[src/rtl/bapt_pkg.sv]
// ============================================================================
// bapt_pkg
// Shared widths, calibration tables and control types for the block-average
// piecewise temperature converter.
// ============================================================================
package bapt_pkg;

    // Field and state widths
    localparam int SAMPLE_W = 12;
    localparam int SUM_W    = 20;
    localparam int CNT_W    = 9;
    localparam int TEMP_W   = 12;

    // Pipeline stages behind the accumulators, ahead of the output register
    localparam int PIPE_DEPTH = 7;

    // Calibration datapath widths
    localparam int SLOPE_W = 11;   // largest slope 1270
    localparam int OFFS_W  = 22;   // largest offset 3868000
    localparam int PROD_W  = 23;   // 1270 * 4095 < 2^23
    localparam int DIFF_W  = 24;   // signed numerator
    localparam int MAG_W   = 21;   // |numerator| <= 1332650
    localparam int QUO_W   = 11;   // |temperature| <= 1332

    // Divide by 1000: floor(x * M / 2^31) is exact for x < 2^21
    localparam int                DIV1000_SH = 31;
    localparam logic [21:0]       DIV1000_M  = 22'd2147484;

    localparam int SEG_N = 7;
    localparam int SEG_W = 3;

    typedef logic [SEG_W-1:0] seg_t;

    // Segment breakpoints (lower bound of segments one through six)
    localparam logic [SAMPLE_W-1:0] BP_1 = 12'd796;
    localparam logic [SAMPLE_W-1:0] BP_2 = 12'd1192;
    localparam logic [SAMPLE_W-1:0] BP_3 = 12'd2536;
    localparam logic [SAMPLE_W-1:0] BP_4 = 12'd3058;
    localparam logic [SAMPLE_W-1:0] BP_5 = 12'd3424;
    localparam logic [SAMPLE_W-1:0] BP_6 = 12'd3470;

    // Per-segment slope and offset: temp = (slope * avg - offset) / 1000
    localparam logic [SLOPE_W-1:0] SLOPE_TAB [SEG_N] = '{
        11'd380, 11'd275, 11'd228, 11'd288, 11'd410, 11'd700, 11'd1270
    };

    localparam logic [OFFS_W-1:0] OFFS_TAB [SEG_N] = '{
        22'd358600, 22'd272800, 22'd213700, 22'd366500,
        22'd741000, 22'd1731000, 22'd3868000
    };

    // Lane control, one word per cycle
    typedef struct packed {
        logic adv;     // pipeline shifts this cycle
        logic add;     // accumulate the accepted word
        logic clear;   // clear the accumulator
    } bapt_ctrl_t;

    // Segment select from the average
    function automatic seg_t bapt_seg(input logic [SAMPLE_W-1:0] avg);
        seg_t s;
        priority if (avg < BP_1) s = 3'd0;
        else if (avg < BP_2)     s = 3'd1;
        else if (avg < BP_3)     s = 3'd2;
        else if (avg < BP_4)     s = 3'd3;
        else if (avg < BP_5)     s = 3'd4;
        else if (avg < BP_6)     s = 3'd5;
        else                     s = 3'd6;
        return s;
    endfunction

endpackage

[src/rtl/bapt_calib.sv]
// ============================================================================
// bapt_calib
// Three-stage piecewise-linear calibration of one average to temperature,
// with signed division by 1000 truncating toward zero.
// ============================================================================
module bapt_calib
    import bapt_pkg::*;
(
    input  logic                       clk,
    input  logic                       adv,
    input  logic [SAMPLE_W-1:0]        avg_in,
    output logic [SAMPLE_W-1:0]        avg_out,
    output logic signed [TEMP_W-1:0]   temp_out
);

    // Stage 1: slope multiply and offset select
    logic [PROD_W-1:0]   prod_reg, prod_next;
    logic [OFFS_W-1:0]   offs_reg, offs_next;
    logic [SAMPLE_W-1:0] avg1_reg;
    seg_t                seg;

    // Stage 2: numerator sign and magnitude
    logic signed [DIFF_W-1:0] diff;
    logic [MAG_W-1:0]    mag_reg, mag_next;
    logic                neg2_reg, neg2_next;
    logic [SAMPLE_W-1:0] avg2_reg;

    // Stage 3: magnitude / 1000
    logic [MAG_W+22-1:0] qprod;
    logic [QUO_W-1:0]    quo_reg, quo_next;
    logic                neg3_reg;
    logic [SAMPLE_W-1:0] avg3_reg;

    logic signed [TEMP_W-1:0] quo_s;

    // Segment lookup and slope product
    always_comb
    begin
        seg       = bapt_seg(avg_in);
        prod_next = PROD_W'(avg_in) * PROD_W'(SLOPE_TAB[seg]);
        offs_next = OFFS_TAB[seg];
    end

    // Subtract offset, split into sign and magnitude
    always_comb
    begin
        diff      = signed'({1'b0, prod_reg}) - signed'({2'b00, offs_reg});
        neg2_next = diff[DIFF_W-1];
        mag_next  = neg2_next ? MAG_W'(-diff) : MAG_W'(diff);
    end

    // Reciprocal multiply, exact over the magnitude range
    always_comb
    begin
        qprod    = (MAG_W+22)'(mag_reg) * (MAG_W+22)'(DIV1000_M);
        quo_next = qprod[DIV1000_SH +: QUO_W];
    end

    always_ff @(posedge clk)
    begin
        if (adv)
        begin
            prod_reg <= prod_next;
            offs_reg <= offs_next;
            avg1_reg <= avg_in;
            mag_reg  <= mag_next;
            neg2_reg <= neg2_next;
            avg2_reg <= avg1_reg;
            quo_reg  <= quo_next;
            neg3_reg <= neg2_reg;
            avg3_reg <= avg2_reg;
        end
    end

    // Restore sign
    assign quo_s    = signed'(TEMP_W'(quo_reg));
    assign temp_out = neg3_reg ? -quo_s : quo_s;
    assign avg_out  = avg3_reg;

endmodule

[src/rtl/bapt_lane.sv]
// ============================================================================
// bapt_lane
// One channel lane: sample accumulator, divide-by-count pipeline and
// temperature calibration.
// ============================================================================
module bapt_lane
    import bapt_pkg::*;
#(
    parameter int SAMPLE_COUNT = 16
)
(
    input  logic                       clk,
    input  logic                       rst_n,
    input  bapt_ctrl_t                 ctrl,
    input  logic [SAMPLE_W-1:0]        sample,
    output logic [SAMPLE_W-1:0]        average,
    output logic signed [TEMP_W-1:0]   temperature
);

    // floor(2^31 / N); the estimate sum * R >> 31 is the quotient or one less
    localparam int          RECIP_SH = 31;
    localparam logic [31:0] RECIP    = 32'((64'd1 << RECIP_SH) / SAMPLE_COUNT);
    localparam logic [SUM_W-1:0] DIVISOR = SUM_W'(SAMPLE_COUNT);

    logic [SUM_W-1:0]    sum_reg, sum_next;

    // Stage 1: captured block sum
    logic [SUM_W-1:0]    cap_reg;
    // Stage 2: quotient estimate
    logic [SUM_W+32-1:0] eprod;
    logic [SAMPLE_W-1:0] qest2_reg;
    logic [SUM_W-1:0]    sum2_reg;
    // Stage 3: estimate times count
    logic [SUM_W-1:0]    nq_reg, nq_next;
    logic [SAMPLE_W-1:0] qest3_reg;
    logic [SUM_W-1:0]    sum3_reg;
    // Stage 4: corrected average
    logic [SUM_W-1:0]    rem;
    logic [SAMPLE_W-1:0] avg_reg, avg_next;

    // Accumulator
    always_comb
    begin
        sum_next = sum_reg;
        if (ctrl.clear)
            sum_next = '0;
        else if (ctrl.add)
            sum_next = sum_reg + SUM_W'(sample);
    end

    always_ff @(posedge clk or negedge rst_n)
    begin
        if (!rst_n)
            sum_reg <= '0;
        else
            sum_reg <= sum_next;
    end

    // Divider datapath
    always_comb
    begin
        eprod    = (SUM_W+32)'(cap_reg) * (SUM_W+32)'(RECIP);
        nq_next  = SUM_W'(SUM_W'(qest2_reg) * DIVISOR);
        rem      = sum3_reg - nq_reg;
        avg_next = (rem >= DIVISOR) ? qest3_reg + 1'b1 : qest3_reg;
    end

    always_ff @(posedge clk)
    begin
        if (ctrl.adv)
        begin
            cap_reg   <= sum_reg;
            qest2_reg <= eprod[RECIP_SH +: SAMPLE_W];
            sum2_reg  <= cap_reg;
            nq_reg    <= nq_next;
            qest3_reg <= qest2_reg;
            sum3_reg  <= sum2_reg;
            avg_reg   <= avg_next;
        end
    end

    bapt_calib u_calib
    (
        .clk      (clk),
        .adv      (ctrl.adv),
        .avg_in   (avg_reg),
        .avg_out  (average),
        .temp_out (temperature)
    );

endmodule

[src/rtl/bapt_merge.sv]
// ============================================================================
// bapt_merge
// Joins both lane results into one output word behind a register and
// derives the pipeline advance from the output handshake.
// ============================================================================
module bapt_merge
    import bapt_pkg::*;
(
    input  logic                       clk,
    input  logic                       rst_n,
    input  logic                       last_valid,
    input  logic [SAMPLE_W-1:0]        avg0_in,
    input  logic [SAMPLE_W-1:0]        avg1_in,
    input  logic signed [TEMP_W-1:0]   temp0_in,
    input  logic signed [TEMP_W-1:0]   temp1_in,
    output logic                       adv,
    output logic                       result_valid,
    input  logic                       result_ready,
    output logic [SAMPLE_W-1:0]        average_ch0,
    output logic [SAMPLE_W-1:0]        average_ch1,
    output logic signed [TEMP_W-1:0]   temperature_ch0,
    output logic signed [TEMP_W-1:0]   temperature_ch1
);

    logic                     valid_reg;
    logic [SAMPLE_W-1:0]      avg0_reg, avg1_reg;
    logic signed [TEMP_W-1:0] temp0_reg, temp1_reg;

    // Pipeline moves when the output slot is free or being drained
    assign adv = !valid_reg || result_ready;

    always_ff @(posedge clk or negedge rst_n)
    begin
        if (!rst_n)
            valid_reg <= 1'b0;
        else if (adv)
            valid_reg <= last_valid;
    end

    always_ff @(posedge clk)
    begin
        if (adv)
        begin
            avg0_reg  <= avg0_in;
            avg1_reg  <= avg1_in;
            temp0_reg <= temp0_in;
            temp1_reg <= temp1_in;
        end
    end

    assign result_valid    = valid_reg;
    assign average_ch0     = avg0_reg;
    assign average_ch1     = avg1_reg;
    assign temperature_ch0 = temp0_reg;
    assign temperature_ch1 = temp1_reg;

endmodule

[src/rtl/block_average_piecewise_temperature_top.sv]
// ============================================================================
// block_average_piecewise_temperature_top
// Two-channel block averager with piecewise-linear temperature calibration.
// ============================================================================
// Pipeline: after its emitting sample word is accepted, a result word becomes
//   valid behind 4 divide stages, 3 calibration stages and 1 output register.
// Throughput: one sample word per cycle; accumulating words are taken even
//   while a result waits; an emitting word waits only for the pipeline shift.
// Reset: rst_n asynchronously clears accumulators, poll count and valids.
// ============================================================================
module block_average_piecewise_temperature_top
    import bapt_pkg::*;
#(
    parameter int SAMPLE_COUNT = 16
)
(
    input  logic                       clk,
    input  logic                       rst_n,
    input  logic                       sample_valid,
    output logic                       sample_ready,
    input  logic [SAMPLE_W-1:0]        sample_ch0,
    input  logic [SAMPLE_W-1:0]        sample_ch1,
    output logic                       result_valid,
    input  logic                       result_ready,
    output logic [SAMPLE_W-1:0]        average_ch0,
    output logic [SAMPLE_W-1:0]        average_ch1,
    output logic signed [TEMP_W-1:0]   temperature_ch0,
    output logic signed [TEMP_W-1:0]   temperature_ch1
);

    localparam logic [CNT_W-1:0] N_CNT = CNT_W'(SAMPLE_COUNT);

    logic [CNT_W-1:0]      count_reg, count_next;
    logic [PIPE_DEPTH-1:0] vld_reg, vld_next;
    logic                  adv;
    logic                  fire;
    logic                  at_limit;
    logic                  over;
    logic                  emit;
    bapt_ctrl_t            ctrl;

    logic [SAMPLE_W-1:0]      avg0, avg1;
    logic signed [TEMP_W-1:0] temp0, temp1;

    // Poll decode
    assign at_limit     = (count_reg == N_CNT);
    assign over         = (count_reg > N_CNT);
    assign sample_ready = !at_limit || adv;
    assign fire         = sample_valid && sample_ready;
    assign emit         = fire && at_limit;

    always_comb
    begin
        ctrl.adv   = adv;
        ctrl.add   = fire && !at_limit && !over;
        ctrl.clear = fire && (at_limit || over);
    end

    // Poll count
    always_comb
    begin
        count_next = count_reg;
        if (ctrl.clear)
            count_next = '0;
        else if (ctrl.add)
            count_next = count_reg + 1'b1;
    end

    // Result valid chain alongside the lane pipelines
    always_comb
    begin
        vld_next = vld_reg;
        if (adv)
            vld_next = {vld_reg[PIPE_DEPTH-2:0], emit};
    end

    always_ff @(posedge clk or negedge rst_n)
    begin
        if (!rst_n)
        begin
            count_reg <= '0;
            vld_reg   <= '0;
        end
        else
        begin
            count_reg <= count_next;
            vld_reg   <= vld_next;
        end
    end

    // Channel lanes
    bapt_lane #(.SAMPLE_COUNT(SAMPLE_COUNT)) u_lane0
    (
        .clk         (clk),
        .rst_n       (rst_n),
        .ctrl        (ctrl),
        .sample      (sample_ch0),
        .average     (avg0),
        .temperature (temp0)
    );

    bapt_lane #(.SAMPLE_COUNT(SAMPLE_COUNT)) u_lane1
    (
        .clk         (clk),
        .rst_n       (rst_n),
        .ctrl        (ctrl),
        .sample      (sample_ch1),
        .average     (avg1),
        .temperature (temp1)
    );

    // Output merge
    bapt_merge u_merge
    (
        .clk             (clk),
        .rst_n           (rst_n),
        .last_valid      (vld_reg[PIPE_DEPTH-1]),
        .avg0_in         (avg0),
        .avg1_in         (avg1),
        .temp0_in        (temp0),
        .temp1_in        (temp1),
        .adv             (adv),
        .result_valid    (result_valid),
        .result_ready    (result_ready),
        .average_ch0     (average_ch0),
        .average_ch1     (average_ch1),
        .temperature_ch0 (temperature_ch0),
        .temperature_ch1 (temperature_ch1)
    );

    // Checks
    a_count_bound: assert property (@(posedge clk) disable iff (!rst_n)
        count_reg <= N_CNT)
        else $error("poll count beyond block size");

    a_emit_launch: assert property (@(posedge clk) disable iff (!rst_n)
        emit |=> vld_reg[0] && count_reg == '0)
        else $error("emitting word did not launch a result");

    a_out_source: assert property (@(posedge clk) disable iff (!rst_n)
        $rose(result_valid) |-> $past(vld_reg[PIPE_DEPTH-1]))
        else $error("result word without a pipeline source");

endmodule

[config.mk]
export PLATFORM = sky130hd
export DESIGN_NAME = block_average_piecewise_temperature_top
export DESIGN_NICKNAME = d
export VERILOG_FILES = /design/src/rtl/bapt_pkg.sv /design/src/rtl/bapt_calib.sv /design/src/rtl/bapt_lane.sv /design/src/rtl/bapt_merge.sv /design/src/rtl/block_average_piecewise_temperature_top.sv
export SDC_FILE = /design/constraint.sdc
export NUM_CORES = 2
export LEC_CHECK = 0
export ABC_AREA = 0
export BUFFER_PORTS_ARGS = -buffer_cell sky130_fd_sc_hd__buf_2
export CAP_MARGIN = 15
export CELL_PAD_IN_SITES_DETAIL_PLACEMENT = 2
export CELL_PAD_IN_SITES_GLOBAL_PLACEMENT = 2
export CORE_UTILIZATION = 45
export CTS_BUF_LIST = sky130_fd_sc_hd__clkbuf_8
export CTS_CLUSTER_DIAMETER = 30
export DETAILED_ROUTE_END_ITERATION = 12
export GPL_TIMING_DRIVEN = 0
export PLACE_DENSITY = 0.88
export SYNTH_ARGS = -nofsm -noshare
export SYNTH_HDL_FRONTEND = slang
export SYNTH_SLANG_ARGS = --single-unit
[constraint.sdc]
create_clock -name clk -period 15.6 [get_ports clk]
set_clock_uncertainty 0.2 [all_clocks]
set_input_delay 0.78 -clock clk [delete_from_list [all_inputs] [get_ports clk]]
set_output_delay 0.78 -clock clk [all_outputs]
set_load 0.01 [all_outputs]
# Word-level counts from Yosys, hierarchy flattened
# Memories as Yosys holds them, arrays and structs flattened. A register that Yosys moved wholly into a read port is not among the register bits.
# Index checks and enable logic that the tools add are counted.
[totals]
regBits = 483
rom_bits = 528
out_inout_bits = 50
wordCells = 120
mem_count = 4
[op_classes]
add_sub_neg = 13
mul = 4
order_cmp = 17
eq_ne = 1
n_mux = 28
bitwise = 2
reduce_logical = 12
[mem_list]
columns = ["memory", "depth", "word_bits", "rd", "rd_clocked_by_memory_dff", "wr", "line", "source"]
rows = [
  ["(no name shown)", 8, 22, 1, 1, 0, "bapt_calib.sv:41", "offs_next = OFFS_TAB[seg];"],
  ["(no name shown)", 8, 22, 1, 1, 0, "bapt_calib.sv:41", ""],
  ["(no name shown)", 8, 11, 1, 0, 0, "bapt_calib.sv:40", "prod_next = PROD_W'(avg_in) * PROD_W'(SLOPE_TAB[seg]);"],
  ["(no name shown)", 8, 11, 1, 0, 0, "bapt_calib.sv:40", ""],
]
[op_table]
columns = ["operator", "n"]
rows = [
  ["< comparator 12 bit (second input constant)", 8],
  ["multiplier 21 x 20 -> 40 bit (second input constant)", 2],
  ["2-to-1 mux 20 bit", 4],
  ["2-to-1 mux 11 bit", 6],
  ["subtractor 23 x 22 -> 24 bit", 2],
  ["multiplier 12 x 11 -> 23 bit", 2],
  ["2-to-1 mux 21 bit", 2],
  ["negator 21 bit", 2],
  ["adder 20 x 12 -> 20 bit", 2],
  [">= comparator 20 x 5 -> 1 bit (second input constant)", 2],
  ["subtractor 20 x 16 -> 20 bit", 2],
  ["adder 12 x 1 -> 12 bit (second input constant)", 2],
  ["< comparator 12 x 10 -> 1 bit (second input constant)", 2],
  ["< comparator 12 x 11 -> 1 bit (second input constant)", 2],
  ["2-to-1 mux 12 bit", 2],
  ["2-to-1 mux 3 bit", 8],
  ["negator 11 -> 12 bit", 2],
  ["2-to-1 mux 9 bit", 2],
  ["adder 9 x 1 -> 9 bit (second input constant)", 1],
  ["== test 9 x 5 -> 1 bit (second input constant)", 1],
  ["> comparator 9 x 5 -> 1 bit (second input constant)", 1],
  [">= comparator 4 bit (second input constant)", 2],
  ["2-to-1 mux 2 bit", 4],
  ["inverter 3 -> 4 bit", 2],
  ["4 further kinds", 12],
]

# Logic depth before layout (Yosys ltp)
[logic_depth]
depth_word = 12
mapped_depth = 31
ltp_nobuf = 30

# Modules after synthesis
# From an unflattened synthesis, not the netlist that was laid out.
[hier_totals]
hier_cells = 3588
hier_area_um2 = 39334.0
[modules_own_cells]
columns = ["module", "n_inst", "cells_per_inst", "area_per_inst_um2", "seq_area_each_um2"]
rows = [
  ["bapt_calib at u_lane0.u_calib", 1, 1498, 15097.0, 3363.2],
  ["bapt_calib at u_lane1.u_calib", 1, 1469, 14954.3, 3363.2],
  ["bapt_lane at u_lane0", 1, 255, 3504.6, 2302.2],
  ["bapt_lane at u_lane1", 1, 247, 3504.6, 2302.2],
  ["bapt_merge", 1, 51, 1488.9, 1466.4],
  ["block_average_piecewise_temperature_top", 1, 68, 784.5, 400.4],
]

# Worst setup path before layout
# No wires, ideal clock.
[synth_timing]
path_kind = "input -> register"
from = "input port result_ready"
to = "register vld_reg[1]"
setup_time_ns = 0.125
t_arrival_ns = 13.224
path_slack_ns = 2.051
stages = 3
cell_sequence = "nand2b_1 clkbuf_1 mux2_2"
[synth_between]
elab_chain_len = 1
[synth_rtl]
columns = ["item", "line", "source"]
rows = [
  ["from (decl)", "block_average_piecewise_temperature_top.sv:24", "input logic result_ready,"],
  ["logical OR 1 bit", "bapt_merge.sv:30", "assign adv = !valid_reg || result_ready;"],
  ["net adv", "block_average_piecewise_temperature_top.sv:35", "logic adv;"],
  ["to (signal assigned)", "block_average_piecewise_temperature_top.sv:87", "vld_reg <= vld_next;"],
  ["to (decl)", "block_average_piecewise_temperature_top.sv:34", "logic [PIPE_DEPTH-1:0] vld_reg, vld_next;"],
]
# The timed path passes the listed nets, and every way through them passes these cells.
# A chain may end at the register's enable or synchronous reset.

# Worst setup path in the final report
[layout_timing]
from = "register u_lane1.avg_reg[6]"
to = "register u_lane1.u_calib.prod_reg[22] (data pin)"
[layout_between]
elab_chain_len = 12
[layout_rtl]
columns = ["item", "line", "source"]
rows = [
  ["from (decl)", "bapt_lane.sv:39", "logic [SAMPLE_W-1:0] avg_reg, avg_next;"],
  ["from (signal assigned)", "bapt_lane.sv:78", "avg_reg <= avg_next;"],
  ["< comparator 12 bit", "bapt_pkg.sv:67", "else if (avg < BP_6) s = 3'd5;"],
  ["2-to-1 mux 2 bit", "bapt_pkg.sv:67", ""],
  ["2-to-1 mux 2 bit", "bapt_pkg.sv:66", "else if (avg < BP_5) s = 3'd4;"],
  ["2-to-1 mux 3 bit", "bapt_pkg.sv:65", "else if (avg < BP_4) s = 3'd3;"],
  ["2-to-1 mux 3 bit", "bapt_pkg.sv:64", "else if (avg < BP_3) s = 3'd2;"],
  ["2-to-1 mux 3 bit", "bapt_pkg.sv:63", "else if (avg < BP_2) s = 3'd1;"],
  ["2-to-1 mux 3 bit", "bapt_pkg.sv:62", "priority if (avg < BP_1) s = 3'd0;"],
  ["inverter 3 -> 4 bit (implied by the code)", "bapt_calib.sv:40", ""],
  ["memory read (8 x 11 bit)", "n/a", ""],
  ["2-to-1 mux 11 bit (implied by the code) (2 in a row)", "bapt_calib.sv:40", ""],
  ["multiplier 12 x 11 -> 23 bit *", "bapt_calib.sv:40", ""],
  ["net u_lane1.u_calib.prod_next[22]", "bapt_calib.sv:17", "logic [PROD_W-1:0] prod_reg, prod_next;"],
  ["to (signal assigned)", "bapt_calib.sv:63", "prod_reg <= prod_next;"],
  ["to (decl)", "bapt_calib.sv:17", ""],
]
# The timed path passes the listed nets; every way through them passes the cells marked *. The select of a mux whose other input is x is not followed.

==> flow_summary.ini <==
[detailed_routing]
routedWlPerCell_um = 30.20
wl_um = 147500
vias_per_cell = 5.871
ant_nets = 0
route.detailed.drc = 0
first_iter_violations = 1562
vias = 28669
firstDrtPassIters = 5

[cts]
postCtsSetupBuffers = 0
cts-root-buf = clkbuf_8
clk_latency_ps = 780
cts-htree-levels = 3
cts.sinks = 449
path_clk_slew_ps = 70
cts_tree = done
cts_buffer_depth = 3
cts-buffers-inserted = 105
ctsHoldBuffers = 1
ctsResizeCount = 0

[synth]
synth_area_leader_cell = edfxtp_1
synthTopCellsByArea = edfxtp_1 (31%), fa_1 (19%), ha_1 (18%)
synth_most_common_cell = inv_1
synth.distinct_cells = 83
yosys-top-cells-count = inv_1 (641), ha_1 (547), edfxtp_1 (392)
synth.avg_cell_area_um2 = 11.10
async_reset_ff_share_pct = 12.69
netlist_instances = 3462
ys_seq_area_share_pct = 34.35
synth_enable_flop_cells = 392
syn_area_um2 = 38420
synth_top_area_share_pct = 30.64
ys_ff_latch = 449
synth_ff_type = edfxtp_1
ys_warn_count = 0

[global_routing]
gr-total-overflow = 0
grt_pass1_wl_um = 222500
antenna_found_initial = 1
grt_max_degree = 63
grtUsageMet1_pct = 35.29
grt_pass1_vias = 34527
use_met3_pct = 5.627
grt_usage_pct = 34.72
use_met2_pct = 66.37
top_usage_layer = met2

[finish]
layout-drive-gt1-share_pct = 7.978
fillers = 8430
final_nets = 4596
seq_area_um2 = 13200
multi_input_area_um2 = 22540
syn_to_final_growth_pct = 11.63

[setup_path]
cp_common_cell = fa_1
path_max_fanout = 10
worstReg2RegEnd = u_lane1.u_calib.prod_reg[22]
worstRegToRegCells = 30
worstSetupPathType = reg -> reg
cp_data_arrival_time_ps = 10700
critical_path.max_stage_delay_ps = 650
start_kind = flip-flop
end_kind = flip-flop
reg2reg_setup_slack_ps = 5180
cp_slowest_cell = a211oi_1
r2r-start = u_lane1.avg_reg[6]
crit_required_ps = 15880

[placed_design]
place_congestion = 0.8676
portBuffers = 77
hpwl_um = 99290
pre_cts_ws_ps = 5608

[die]
die_area_um2 = 86540
io_pins = 78
rows = 106
die_x_um = 294.2
chipHeight_um = 294.2
core_um2 = 84090
start_util_pct = 45.69

[timing]
slew_headroom_pct = 18.52
max_clock_freq_ghz = 0.09596
finalHoldViolCount = 0
worst_pin_slew_ps = 1212
layout_setup_ws_ps = 5179
setup_viol = 0
min_period_ps = 10420
period_share_pct = 66.80
setup_tns_ps = 0
drv_slew = 0
grt_setup_unrepaired = false

[min_path]
hold_end = vld_reg[0]
holdPathStages = 3
holdCritStartpoint = sample_valid
hold_path.class = in -> reg

[run]
max_cap_viol_count = 0

[outcome]
outcome = finished clean
==> cells in the final DEF (no fill, tap or decap), types with 18 or more instances in the layout <==
| master | instances |
|---|---|
| and2_1 | 124 |
| o21a_1 | 24 |
| o21ai_0 | 100 |
| ha_1 | 547 |
| fa_1 | 364 |
| nand3_1 | 55 |
| edfxtp_1 | 392 |
| nor2b_1 | 26 |
| nand2b_1 | 26 |
| inv_1 | 658 |
| xor2_1 | 51 |
| and3_1 | 37 |
| clkbuf_1 | 62 |
| a21o_1 | 51 |
| nand2_1 | 236 |
| nor2_1 | 121 |
| dfrtp_1 | 57 |
| a21oi_1 | 117 |
| clkbuf_8 | 112 |
| nor3_1 | 33 |
| o31ai_1 | 20 |
| buf_2 | 81 |
| xnor2_1 | 129 |
| nand4_1 | 18 |
==> area by class of cell <==
type,count,area share [%]
diodes,1,0.005835
plain buffers,69,0.6302
clock buffers,112,3.594
clock inverters,86,2.098
inverters,645,5.646
multi-input cells,2300,52.55
flip-flops and latches,449,30.77
well taps,1134,3.309
repair buffers,87,1.395
==> cell families after synthesis <==
| family | Yosys count | share of synthesized area, % |
|---|---|---|
| adders and majority gates | 911 | 36.78 |
| and+or+nand+nor | 738 | 9.592 |
| buffers and inverters | 714 | 6.996 |
| AOI/OAI and AO/OA | 457 | 7.820 |
| DFF | 449 | 34.35 |
| xor gates and xnor gates | 180 | 4.104 |
| muxes | 12 | 0.3420 |
| other | 1 | 0.009761 |
==> worst max path at each step <==
stage	start	end	slack, ps	cells past startpoint
floorplan	result_ready	vld_reg[1]	2050	3
global placement	result_ready	vld_reg[3]	-2120	4
detailed placement	u_lane1.avg_reg[6]	u_lane1.u_calib.prod_reg[22]	5610	30
CTS	u_lane1.avg_reg[5]	u_lane1.u_calib.prod_reg[22]	5420	30
global route	u_lane1.avg_reg[6]	u_lane1.u_calib.prod_reg[22]	5030	30
finish	u_lane1.avg_reg[6]	u_lane1.u_calib.prod_reg[22]	5180	30
==> stage by stage <==
| stage | hold slack (ps) | util [%] | instance area, µm² | instances |
|---|---|---|---|---|
| 2_1_floorplan | 200.3 | - | 38420 | 3463 |
| 3_3_place_gp | 200.5 | 47.84 | 40220 | 4674 |
| 3_5_place_dp | 205.1 | 48.08 | 40430 | 4682 |
| 4_1_cts | 88.72 | 50.99 | 42880 | 4881 |
| 5_1_grt | 100.2 | 51.00 | 42880 | 4883 |
| 6_report | 148.1 | 51.00 | 42880 | 4883 |
==> worst max-delay path, delay by kind of cell (launching register included) <==
kind	cells	cell delay, ps
and+or+nand+nor	8	1610
AOI/OAI and AO/OA	8	2790
adders and majority gates	7	3500
DFF	1	530
muxes	1	300
buffers and inverters	6	1170
==> routing by layer <==
metal	up-vias	routed length, µm
met2	1119	80040
met5	-	0
met4	0	9457
li1	12037	-
met1	14952	51800
met3	561	6162
Power is not shown: default switching activity piles up to over one toggle a cycle in this logic, so the estimate is an artifact.
